**src/design/lbtc_pkg.sv**
```systemverilog
// Shared types and constants for the LED blink and timeout controller.
// Used by the top level, the entry RAM user logic and the port checker.
package lbtc_pkg;

  localparam int unsigned NumLedsDef = 4;
  localparam int unsigned TickMsDef  = 500;

  // Request function codes
  localparam logic FUNC_TICK = 1'b0;
  localparam logic FUNC_CFG  = 1'b1;

  // LED mode codes
  localparam logic [1:0] MODE_OFF   = 2'd0;
  localparam logic [1:0] MODE_ON    = 2'd1;
  localparam logic [1:0] MODE_FLASH = 2'd2;

  // Drive codes
  localparam logic [1:0] DRIVE_OFF    = 2'd0;
  localparam logic [1:0] DRIVE_ON     = 2'd1;
  localparam logic [1:0] DRIVE_TOGGLE = 2'd2;

  localparam logic [15:0] HOLD_FOREVER = 16'hFFFF;
  localparam logic [7:0]  ENDLESS      = 8'hFF;

  typedef struct packed {
    logic        func;
    logic [3:0]  led_index;
    logic [1:0]  mode;
    logic [15:0] timeout_ms;
    logic [15:0] flash_period_ms;
    logic [7:0]  flash_count;
  } in_req_t;

  typedef struct packed {
    logic [3:0] led_number;
    logic [1:0] drive;
    logic       last;
  } out_res_t;

  // One LED entry as held in the entry RAM
  typedef struct packed {
    logic [1:0]  led_mode;
    logic        led_level;
    logic [15:0] toggle_countdown;
    logic [15:0] toggle_period;
    logic [7:0]  toggles_left;
    logic [15:0] hold_limit;
    logic [15:0] hold_countdown;
  } entry_t;

endpackage

```
**src/design/lbtc_ram.sv**
```systemverilog
// Generic single-write, single-read RAM with a registered read port.
// No dependencies.
module lbtc_ram #(
  parameter int unsigned WIDTH = 8,
  parameter int unsigned DEPTH = 4,
  localparam int unsigned AddrW = (DEPTH > 1) ? $clog2(DEPTH) : 1
) (
  input  logic             clk_i,
  input  logic             we_i,
  input  logic [AddrW-1:0] waddr_i,
  input  logic [WIDTH-1:0] wdata_i,
  input  logic             re_i,
  input  logic [AddrW-1:0] raddr_i,
  output logic [WIDTH-1:0] rdata_o
);

  logic [WIDTH-1:0] mem_q [DEPTH];
  logic [WIDTH-1:0] rdata_q;

  // Write port
  always_ff @(posedge clk_i) begin
    if (we_i) begin
      mem_q[waddr_i] <= wdata_i;
    end
  end

  // Registered read port, data holds between reads
  always_ff @(posedge clk_i) begin
    if (re_i) begin
      rdata_q <= mem_q[raddr_i];
    end
  end

  assign rdata_o = rdata_q;

endmodule

```
**src/design/led_blink_timeout_controller_top.sv**
```systemverilog
// A configure request moves its result through the pending slot into the output
// register. A tick request walks the entry RAM, one LED per cycle unless a result
// waits on a stalled output, and its last result leaves through the same path.
// Only one request is taken at a time; the single read and write port of the
// entry RAM sets the walk rate.
// Reset clears the per-entry valid bits at once: every LED then reads as off.
module led_blink_timeout_controller_top #(
  parameter int unsigned NUM_LEDS = lbtc_pkg::NumLedsDef,
  parameter int unsigned TICK_MS  = lbtc_pkg::TickMsDef
) (
  input  logic               clk_i,
  input  logic               rst_ni,
  input  logic               in_valid_i,
  output logic               in_stall_o,
  input  lbtc_pkg::in_req_t  in_req_i,
  output logic               out_valid_o,
  input  logic               out_stall_i,
  output lbtc_pkg::out_res_t out_res_o
);

  localparam int unsigned IdxW   = (NUM_LEDS > 1) ? $clog2(NUM_LEDS) : 1;
  localparam int unsigned EntryW = $bits(lbtc_pkg::entry_t);
  localparam logic [IdxW-1:0] LastIdx = IdxW'(NUM_LEDS - 1);
  localparam logic [15:0] Step = 16'(TICK_MS);

  typedef enum logic [1:0] {
    S_IDLE,
    S_MOD,
    S_FLUSH
  } state_e;

  state_e             state_q;
  logic [IdxW-1:0]    idx_q;
  logic [NUM_LEDS-1:0] vld_q;
  logic               pend_valid_q;
  logic [3:0]         pend_led_q;
  logic [1:0]         pend_drive_q;
  logic               out_valid_q;
  lbtc_pkg::out_res_t out_res_q;

  logic               accept;
  logic               cfg_hit;
  logic               out_free;
  logic               out_load;
  logic               ram_we;
  logic [IdxW-1:0]    ram_waddr;
  lbtc_pkg::entry_t   ram_wdata;
  logic               ram_re;
  logic [IdxW-1:0]    ram_raddr;
  logic [EntryW-1:0]  ram_rdata;

  lbtc_pkg::entry_t   cur;
  lbtc_pkg::entry_t   upd;
  lbtc_pkg::entry_t   cfg_entry;
  logic [1:0]         cfg_drive;
  logic               res_valid;
  logic [1:0]         res_drive;
  logic [15:0]        cd_next;
  logic               mod_hold;
  logic               mod_go;

  assign in_stall_o = (state_q != S_IDLE);
  assign accept     = in_valid_i && !in_stall_o;
  assign cfg_hit    = ({1'b0, in_req_i.led_index} < 5'(NUM_LEDS));
  assign out_free   = !out_valid_q || !out_stall_i;

  // Build a fresh entry for a configure request
  always_comb begin
    cfg_entry          = '0;
    cfg_entry.led_mode = in_req_i.mode;
    cfg_drive          = lbtc_pkg::DRIVE_OFF;
    if (in_req_i.mode == lbtc_pkg::MODE_FLASH) begin
      cfg_entry.toggle_period    = in_req_i.flash_period_ms;
      cfg_entry.toggle_countdown = in_req_i.flash_period_ms;
      cfg_entry.toggles_left     = {in_req_i.flash_count[6:0], 1'b0} - 8'd1;
      cfg_entry.led_level        = 1'b1;
      cfg_drive                  = lbtc_pkg::DRIVE_TOGGLE;
    end else begin
      cfg_entry.hold_limit     = in_req_i.timeout_ms;
      cfg_entry.hold_countdown = in_req_i.timeout_ms;
      if (in_req_i.mode == lbtc_pkg::MODE_ON) begin
        cfg_entry.led_level = 1'b1;
        cfg_drive           = lbtc_pkg::DRIVE_ON;
      end
    end
  end

  // Count down one tick on the entry just read
  always_comb begin
    cur       = vld_q[idx_q] ? lbtc_pkg::entry_t'(ram_rdata) : '0;
    upd       = cur;
    res_valid = 1'b0;
    res_drive = lbtc_pkg::DRIVE_OFF;
    if (cur.led_mode == lbtc_pkg::MODE_FLASH) begin
      cd_next = (cur.toggle_countdown >= Step) ? cur.toggle_countdown - Step : '0;
      upd.toggle_countdown = cd_next;
      if (cd_next == '0) begin
        upd.led_level        = !cur.led_level;
        upd.toggle_countdown = cur.toggle_period;
        if (cur.toggles_left != lbtc_pkg::ENDLESS) begin
          upd.toggles_left = cur.toggles_left - 8'd1;
          if (cur.toggles_left == 8'd1) begin
            upd.led_mode = lbtc_pkg::MODE_OFF;
          end
        end
        res_valid = 1'b1;
        res_drive = cur.led_level ? lbtc_pkg::DRIVE_OFF : lbtc_pkg::DRIVE_ON;
      end
    end else begin
      cd_next = (cur.hold_countdown >= Step) ? cur.hold_countdown - Step : '0;
      upd.hold_countdown = cd_next;
      if (cd_next == '0 && cur.hold_limit != lbtc_pkg::HOLD_FOREVER && cur.led_level) begin
        upd.led_level = 1'b0;
        res_valid     = 1'b1;
      end
    end
  end

  // Wait in the walk when a pending result cannot move to the output
  assign mod_hold = res_valid && pend_valid_q && !out_free;
  assign mod_go   = (state_q == S_MOD) && !mod_hold;

  // Load the output register from the pending slot
  assign out_load = pend_valid_q && out_free &&
                    ((mod_go && res_valid) || (state_q == S_FLUSH));

  // RAM port control
  always_comb begin
    ram_we    = 1'b0;
    ram_waddr = idx_q;
    ram_wdata = upd;
    ram_re    = 1'b0;
    ram_raddr = '0;
    if (accept && in_req_i.func == lbtc_pkg::FUNC_CFG && cfg_hit) begin
      ram_we    = 1'b1;
      ram_waddr = in_req_i.led_index[IdxW-1:0];
      ram_wdata = cfg_entry;
    end else if (accept && in_req_i.func == lbtc_pkg::FUNC_TICK) begin
      ram_re = 1'b1;
    end else if (mod_go) begin
      ram_we = 1'b1;
      if (idx_q != LastIdx) begin
        ram_re    = 1'b1;
        ram_raddr = idx_q + IdxW'(1);
      end
    end
  end

  lbtc_ram #(
    .WIDTH (EntryW),
    .DEPTH (NUM_LEDS)
  ) u_entry_ram (
    .clk_i   (clk_i),
    .we_i    (ram_we),
    .waddr_i (ram_waddr),
    .wdata_i (ram_wdata),
    .re_i    (ram_re),
    .raddr_i (ram_raddr),
    .rdata_o (ram_rdata)
  );

  // Hold state, walk index, pending result and output register
  always_ff @(posedge clk_i or negedge rst_ni) begin
    if (!rst_ni) begin
      state_q      <= S_IDLE;
      idx_q        <= '0;
      vld_q        <= '0;
      pend_valid_q <= 1'b0;
      pend_led_q   <= '0;
      pend_drive_q <= lbtc_pkg::DRIVE_OFF;
      out_valid_q  <= 1'b0;
      out_res_q    <= '0;
    end else begin
      if (out_load) begin
        out_valid_q <= 1'b1;
      end else if (out_valid_q && !out_stall_i) begin
        out_valid_q <= 1'b0;
      end
      if (ram_we) begin
        vld_q[ram_waddr] <= 1'b1;
      end
      unique case (state_q)
        S_IDLE: begin
          if (accept) begin
            if (in_req_i.func == lbtc_pkg::FUNC_TICK) begin
              idx_q   <= '0;
              state_q <= S_MOD;
            end else if (cfg_hit) begin
              pend_valid_q <= 1'b1;
              pend_led_q   <= in_req_i.led_index;
              pend_drive_q <= cfg_drive;
              state_q      <= S_FLUSH;
            end
          end
        end
        S_MOD: begin
          if (mod_go) begin
            if (res_valid) begin
              // Push the older result out, keep the new one back
              if (pend_valid_q) begin
                out_res_q <= '{led_number: pend_led_q, drive: pend_drive_q, last: 1'b0};
              end
              pend_valid_q <= 1'b1;
              pend_led_q   <= 4'(idx_q);
              pend_drive_q <= res_drive;
            end
            if (idx_q == LastIdx) begin
              state_q <= S_FLUSH;
            end else begin
              idx_q <= idx_q + IdxW'(1);
            end
          end
        end
        S_FLUSH: begin
          if (!pend_valid_q) begin
            state_q <= S_IDLE;
          end else if (out_free) begin
            out_res_q    <= '{led_number: pend_led_q, drive: pend_drive_q, last: 1'b1};
            pend_valid_q <= 1'b0;
            state_q      <= S_IDLE;
          end
        end
        default: begin
          state_q <= S_IDLE;
        end
      endcase
    end
  end

  assign out_valid_o = out_valid_q;
  assign out_res_o   = out_res_q;

endmodule

```
**config.mk**
```make
export PLATFORM = sky130hd
export DESIGN_NAME = led_blink_timeout_controller_top
export DESIGN_NICKNAME = d
export VERILOG_FILES = /design/src/design/lbtc_pkg.sv /design/src/design/lbtc_ram.sv /design/src/design/led_blink_timeout_controller_top.sv
export SDC_FILE = /design/constraint.sdc
export NUM_CORES = 1
export LEC_CHECK = 0
export ABC_AREA = 0
export CAP_MARGIN = 20
export CORE_MARGIN = 2
export CORE_UTILIZATION = 40
export DETAILED_ROUTE_END_ITERATION = 16
export DONT_BUFFER_PORTS = 1
export GPL_ROUTABILITY_DRIVEN = 0
export GPL_TIMING_DRIVEN = 0
export HOLD_SLACK_MARGIN = 0.12
export PLACE_DENSITY_LB_ADDON = 0.08
export RECOVER_POWER = 100
export SYNTH_ARGS = -nofsm -noshare
export SYNTH_HDL_FRONTEND = slang
export SYNTH_SLANG_ARGS = --single-unit
```
**constraint.sdc**
```tcl
create_clock -name clk_i -period 9.31 [get_ports clk_i]
set_input_delay 1.862 -clock clk_i [delete_from_list [all_inputs] [get_ports clk_i]]
set_output_delay 1.862 -clock clk_i [all_outputs]
set_load 0.01 [all_outputs]
```
==> summary by stage, run 1 <==
Power
For this design the total switching power over the nets is 3211 uW. The design internal power is 5379 uW. Registers are responsible for 41.9% of the overall power. The switching power share of the total is 37.38%. Power spread over the standard cell area amounts to 439.5 nW/um2. The fraction of power consumed by the clock network is 20.6%. Combinational cells account for 37.5% of the total power.

In this run the static leakage power is 0.006548 uW. The overall power of the completed layout is 8590 uW. IR analysis of the VDD net gives a maximum drop of 156.8 uV.

Synth
In the synthesized netlist the dominant register cell turns out to be edfxtp_1. For this run, the number of Yosys warnings is 0. The synthesized netlist occupies a cell area of 17130 um2.

Counting instances in the post-synthesis netlist gives the leading cell types as edfxtp_1, nand2_1, nand4_1, o221a_2, clkbuf_1. The sequential element share of the synthesized area is 69.10%. The number of enable-type register cells in the synthesized netlist is 375.

Counting every instance in the synthesized netlist gives 1288. Of all flip-flops after synthesis, the portion carrying an async set or reset was 5.779%. The area share of the largest cell type after synthesis is 65.74%. The cell with the most instances after synthesis is edfxtp_1.

Synthesis inferred 398 register bits. Summed over all instances, the cell type with the most area after synthesis is edfxtp_1. The netlist uses 68 different library cells. The post-synthesis area per instance is 13.30 um2. By area the synthesized netlist is led by edfxtp_1, nand2_1, o221a_2. The total nets after synthesis is 1349.

Final layout
Compared with the post-synthesis result, the final layout area differs by 14.10%. The number of fill cells is 3751. Summing all multi-input logic gate instances after layout gives 4866 um2. The share of post-route cells with drive strength above 1 is 12.70%. The summed area of non-filler cells in the final layout is 19550 um2. Registers take 11840 um2.

The number of nets in the layout is 1412.

Timing
The tightest slew margin relative to the limit is -100.3%. The maximum frequency from static timing analysis is 120.0 MHz. For the pin with the worst max-slew slack, the measured transition is 2995 ps. Subtracting the final worst setup slack from the clock period gives 8335 ps. The setup total negative slack is 0 ps.

The least setup slack across all paths after layout is 975.5 ps. Setup violations remaining at the end of the flow were counted as 0. The count of pins over their slew limit is 44. Setup repair after global routing left no endpoint under its margin.

The final-report hold violation count is 0. The final clock period utilization by the worst path is 89.52%. Across the routed clock network, the largest skew measured is 26.47 ps.

CTS
Clock-pin slew was measured on the worst setup and hold paths at 60 ps. The root buffer selected by CTS is clkbuf_16. Counting every sink on the clock net gives 398. The longest clock path from root to sink contains 3 buffers. The TritonCTS buffer count is 45.

Gates resized during post-CTS repair numbered 0. TritonCTS built the clock tree. The clock reaches the later pin of the worst-skew pair after 580 ps. The total setup buffers inserted after CTS is 0.

The count of H-tree levels built during CTS is 2. The number of hold-repair buffers added at the cts stage is 0.

Die
The die span in x is 210.9 um. The core region area is 42130 um2. The die is 210.9 um tall.

The initial core utilization is 40.66%. The number of rows in the core area is 75. Pin placement for this block handled 60 I/O pins. The overall die area is 44500 um2.

Route
The first detailed-routing pass ran for 6 iterations. The mean number of vias per cell is 5.984. The routed wire length is 49.82 mm. The routed length per instance is 25.87 um. The number of routed nets with antenna violations is 0. The count of vias placed by the detailed router is 11526. For this run, design rule violations remaining after detail routing come to 0. For this block, the initial DRC count from the detailed router was 1186.

Hold path
The worst hold path belongs to the class register to register.

Global routing
The maximum number of pins on one net before global-route repair is 45. The number of antenna violations at the first check in global routing is 1. The number of global-route vias before repair came to 11134. The first global-routing pass estimated 74.13 mm of wire. In the global route stage, overall resource usage came out at 22.67%.

For this run the aggregate overflow at the end of global routing stands at 0.

Setup path
For the worst setup path, the data required time is 9520 ps. Data arrives at the worst endpoint at 8540 ps. The worst setup path is captured at a register. The kind of launch point of the worst setup path is a register. In this run the worst path has a maximum fanout of 20. The type of the setup path with the least slack is register to register.

Placement
The placement-stage worst setup slack is 1540 ps. Port buffering added 0 buffers. The HPWL after detailed placement is 32.94 mm. The area of placed instances is 18190 um2.

Run
The tool flagged a number of max-cap violations equal to 2.

Outcome
The flow ran to the end, but the final reports show violations. The checks that failed: max-capacitance violations, max-slew violations.
==> power by group through the flow <==
stage / Combinational (uW) / Clock [uW] / Sequential, uW
floorplan: 2040 / 0 / 3580
global placement: 3030 / 0 / 3820
detailed placement: 3290 / 0 / 3610
CTS: 3300 / 1800 / 3590
global route: 3540 / 1860 / 3670
finish: 3220 / 1770 / 3600
==> critical path: stages, from the launching register on <==
cell and delay, ps:
dfrtp_1 350, clkbuf_1 380, mux4_2 300, clkbuf_1 480, clkbuf_1 660, clkbuf_1 630
nand2_1 170, ha_1 320, or4_1 660, nand4_1 250, or3_1 130, o21ai_0 230
o31ai_2 940, buf_2 460, buf_2 330, a32oi_1 160, nor2_4 670, buf_12 280
clkbuf_2 540
==> metrics by stage <==
step           utilization, %  cells  hold WS, ps
5_1_grt                 46.39   1926        489.7
6_report                46.39   1926        476.4
4_1_cts                 46.64   1925        475.3
3_5_place_dp            43.17   1843        460.3
3_3_place_gp            42.27   1827        453.3
2_1_floorplan               -   1288        433.7
==> cell families after synthesis <==
kind of cell    count (synthesis)  share of synthesized area (%)
compound gates                266                          12.69
xor+xnor                       14                         0.7158
fa+ha+maj                      10                         0.7304
buf+inv                       112                          2.578
flops                         398                          69.10
mux                            14                         0.9496
simple gates                  474                          13.24
==> metal layers <==
layer / part of all wire [%] / GRT usage [%] / wire length [um]
met2: 44 / 34.29 / 22130
met5: 0.11 / 0 / 54
met1: 46 / 33.73 / 23100
met4: 3.0 / 7.552 / 1484
met3: 6.1 / 3.137 / 3047
==> area by class of cell <==
cell class,count,area share (%)
multi-input cells,778,24.89
plain buffers,89,1.792
repair buffers,16,1.383
diodes,1,0.01280
flip-flops and latches,398,60.56
clock inverters,27,1.299
well taps,539,3.450
inverters,23,0.4417
clock buffers,55,6.171
==> final timing paths <==
path                       startpoint                  endpoint  slack (ps)  cells past startpoint
min reg2reg                  vld_q[2]                  vld_q[2]         480                      1
max in group asynchronous      rst_ni              out_res_o[2]        8230                      0
max                          idx_q[1]  u_entry_ram.mem_q[3][42]         980                     18
min                          vld_q[2]                  vld_q[2]         480                      1
min in group asynchronous      rst_ni                  vld_q[2]         990                      0
max reg2reg                  idx_q[1]  u_entry_ram.mem_q[3][42]         980                     18
==> sequential cells by signal, summed over array words and instances, names as in the netlist <==
register             count
u_entry_ram.mem_q      300
pend_drive_q             2
u_entry_ram.rdata_o     75
pend_led_q               4
out_valid_o              1
out_res_o                7
idx_q                    2
vld_q                    4
pend_valid_q             1
state_q                  2
==> layout by cell type (no fill, tap or decap), drive strengths merged, types with 4 or more instances in the layout <==
cell and instances:
a22oi 11, inv 23, a21oi 29, o21ai 56
or2 4, o311ai 8, nand2 246, nor3 10
o22ai 6, nor4 5, nand2b 8, a32oi 4
o31ai 10, clkinv 21, a221o 7, xor2 8
bufinv 5, mux2i 5, nand4 90, and2 4
nand3b 10, buf 27, dfrtp 23, o211ai 6
mux2 8, clkbuf 133, ha 10, and3 6
edfxtp 375, xnor2 6, nand3 21, o221a 75
a22o 24, nor2 43, or3 6, or4 11
No activity file was read; power rests on OpenSTA's default activity.
==> inputs of run 2 (changes only) <==
--- a/config.mk
+++ b/config.mk
@@ -9,6 +9,7 @@
 export CAP_MARGIN = 20
 export CORE_MARGIN = 2
 export CORE_UTILIZATION = 40
+export CTS_BUF_LIST = sky130_fd_sc_hd__clkbuf_16
 export DETAILED_ROUTE_END_ITERATION = 16
 export DONT_BUFFER_PORTS = 1
 export GPL_ROUTABILITY_DRIVEN = 0
==> summary by stage, run 2 (synthesized netlist as in run 1, its figures left out) <==
Setup path
The setup slack of the worst register-to-register path is 970 ps (about the same). The highest fanout seen on the critical path was 20 (unchanged). The arrival time at the worst endpoint is 8540 ps (about the same).

The most critical setup path has its startpoint at idx_q[1]. In this run the critical register-to-register path is launched from idx_q[1]. Following the worst setup path forward leads to its endpoint at u_entry_ram.mem_q[3][42]. The required time reported for the critical path endpoint came to 9510 ps (about the same). The critical path is of the register to register type. The count of cells along the worst register-to-register path is 18 (unchanged). The kind of launch point of the worst setup path is a register. The worst register-to-register path ends at u_entry_ram.mem_q[3][42]. The worst setup path is captured at a register.

Timing
The clock period minus worst slack is 8339 ps (+4.193 ps). The count of pins over their slew limit is 44 (unchanged). The final clock period utilization by the worst path is 89.57% (about the same). Setup repair after global routing left no endpoint under its margin. The tightest slew margin relative to the limit is -101.6% (-1.3 points). The setup total negative slack was 0 ps (unchanged). The final-report hold violation count came to 0 (unchanged). The least setup slack across all paths after layout was 971.3 ps (-4.193 ps). The slew of the pin with the lowest slew margin was 3014 ps (+19.30 ps). The final-report setup violation count is 0 (unchanged). The final clock skew was 27.07 ps (+0.5998 ps). The maximum frequency from static timing analysis is 119.9 MHz (about the same).

Final layout
More flip-flops sit in one register than any other, and that register is u_entry_ram.mem_q. The share of post-route cells with drive strength above 1 is 12.70% (unchanged). The number of nets in the layout is 1412 (unchanged). Leaving out fill and tap cells, the most frequent cell in the layout is edfxtp_1. The area added between synthesis and finish is 14.10% (unchanged).

The number of flip-flops under the largest register name is 300 (unchanged). The non-filler instance count after layout is 1926 (unchanged). The summed area of non-filler cells in the final layout is 19550 um2 (unchanged). The top cell types in the final layout, fill and taps aside, are edfxtp_1, nand2_1, nand4_1, clkbuf_1, o221a_2.

Placement
The area of placed instances is 18190 um2 (unchanged). The number of port buffers is 0 (unchanged). The placement-stage worst setup slack is 1540 ps (unchanged). The cell count after placement is 1843 (unchanged). The HPWL after detailed placement is 32.94 mm (unchanged).

Route
The count of TritonRoute iterations in the first routing pass is 6 (unchanged). The mean number of vias per cell came to 5.972 (-0.21%). The routed wire length is 49.86 mm (about the same). The number of routed nets with antenna violations is 0 (unchanged). The count of vias placed by the detailed router is 11502 (-0.21%). The routed length per instance was 25.89 um (about the same).

The remaining design rule violation count is 0 (unchanged). The first-iteration detailed-routing DRC count is 1193 (+0.59%).

CTS
TritonCTS built the clock tree. The number of hold-repair buffers added at the cts stage is 0 (unchanged). The post-CTS resize count is 0 (unchanged).

The later-pin clock latency in the skew report is 580 ps (about the same). The maximum clock path buffer count was 3 (unchanged). The total setup buffers inserted after CTS was 0 (unchanged). The count of H-tree levels built during CTS was 2 (unchanged).

The root buffer selected by CTS is clkbuf_16. The TritonCTS buffer count is 45 (unchanged). The number of clock sinks is 398 (unchanged). The register clock-pin slew on the reported worst setup and hold paths is 60 ps (about the same).

Power
The worst vdd rail ir drop came to 157.0 uV (+0.14%). The power density relative to cell area is 439.3 nW/um2 (about the same). The leakage component of the power is 0.006581 uW (+0.51%).

The overall power of the completed layout is 8587 uW (about the same).

Global routing
The number of antenna violations at the first check in global routing was 1 (unchanged). The total track usage is 22.67% (unchanged). The maximum number of pins on one net before global-route repair is 45 (unchanged). The first-pass GRT wire length was 74.13 mm (unchanged). The sum of overflow across all layers after global routing is 0 (unchanged).

The number of global-route vias before repair is 11134 (unchanged).

Die
The die span in y is 210.9 um (unchanged). The number of primary I/O pins came to 60 (unchanged). The die span in x is 210.9 um (unchanged). The overall die area is 44500 um2 (unchanged). The number of rows in the core area came to 75 (unchanged).

The initial core utilization was 40.66% (unchanged). The core region area was 42130 um2 (unchanged).

Outcome
The checks that failed: max-capacitance violations, max-slew violations. The run finished, with violations left.

Run
The count of maximum capacitance violations is 2 (unchanged).

Hold path
The type of the tightest min-delay check is register to register.
[run 2: how the worst min path moves through the flow]
stage             start       end  depth (start not counted)
6_report       vld_q[2]  vld_q[2]                          1
5_1_grt        vld_q[2]  vld_q[2]                          1
4_1_cts        vld_q[2]  vld_q[2]                          1
3_5_place_dp   vld_q[2]  vld_q[2]                          1
3_3_place_gp   vld_q[2]  vld_q[2]                          1
2_1_floorplan  vld_q[2]  vld_q[2]                          1
[run 2: worst max-delay path, cell delays in order, from the launching register on]
cell      delay [ps]
dfrtp_1          350
clkbuf_1         380
mux4_2           300
clkbuf_1         490
clkbuf_1         660
clkbuf_1         630
nand2_1          170
ha_1             320
or4_1            660
nand4_1          250
or3_1            130
o21ai_0          220
o31ai_2          940
buf_2            460
buf_2            330
a32oi_1          160
nor2_4           670
buf_12           270
clkbuf_2         540
[run 2: area by class of cell]
cell class,count,area (um2)
diodes,1,2.502
plain buffers,89,350.3
clock buffers,47,1176
clock inverters,35,284.0
fillers,3751,22590
inverters,23,86.33
multi-input cells,778,4866
flip-flops and latches,398,11840
well taps,539,674.4
repair buffers,16,270.3
[run 2: per-stage QoR]
| stage | util, % | hold slack (ps) |
|---|---|---|
| finish | 46.39 | 473.1 |
| global route | 46.39 | 489.7 |
| CTS | 46.64 | 475.3 |
| detailed placement | 43.17 | 460.3 |
| global placement | 42.27 | 453.3 |
| floorplan | - | 433.7 |
[run 2: per-layer routing]
metal | up-vias | part of all wire, % | global-route usage [%]
met5 | - | 0 | 0
met4 | 0 | 2.9 | 7.552
met3 | 83 | 6.1 | 3.137
met2 | 440 | 44 | 34.29
met1 | 5781 | 47 | 33.73
li1 | 5198 | - | -
[run 2: report_power, final]
part | internal (uW) | switching [uW]
registers | 3240 | 361
logic | 1080 | 2150
clock network | 1050 | 710
total | 5370 | 3220
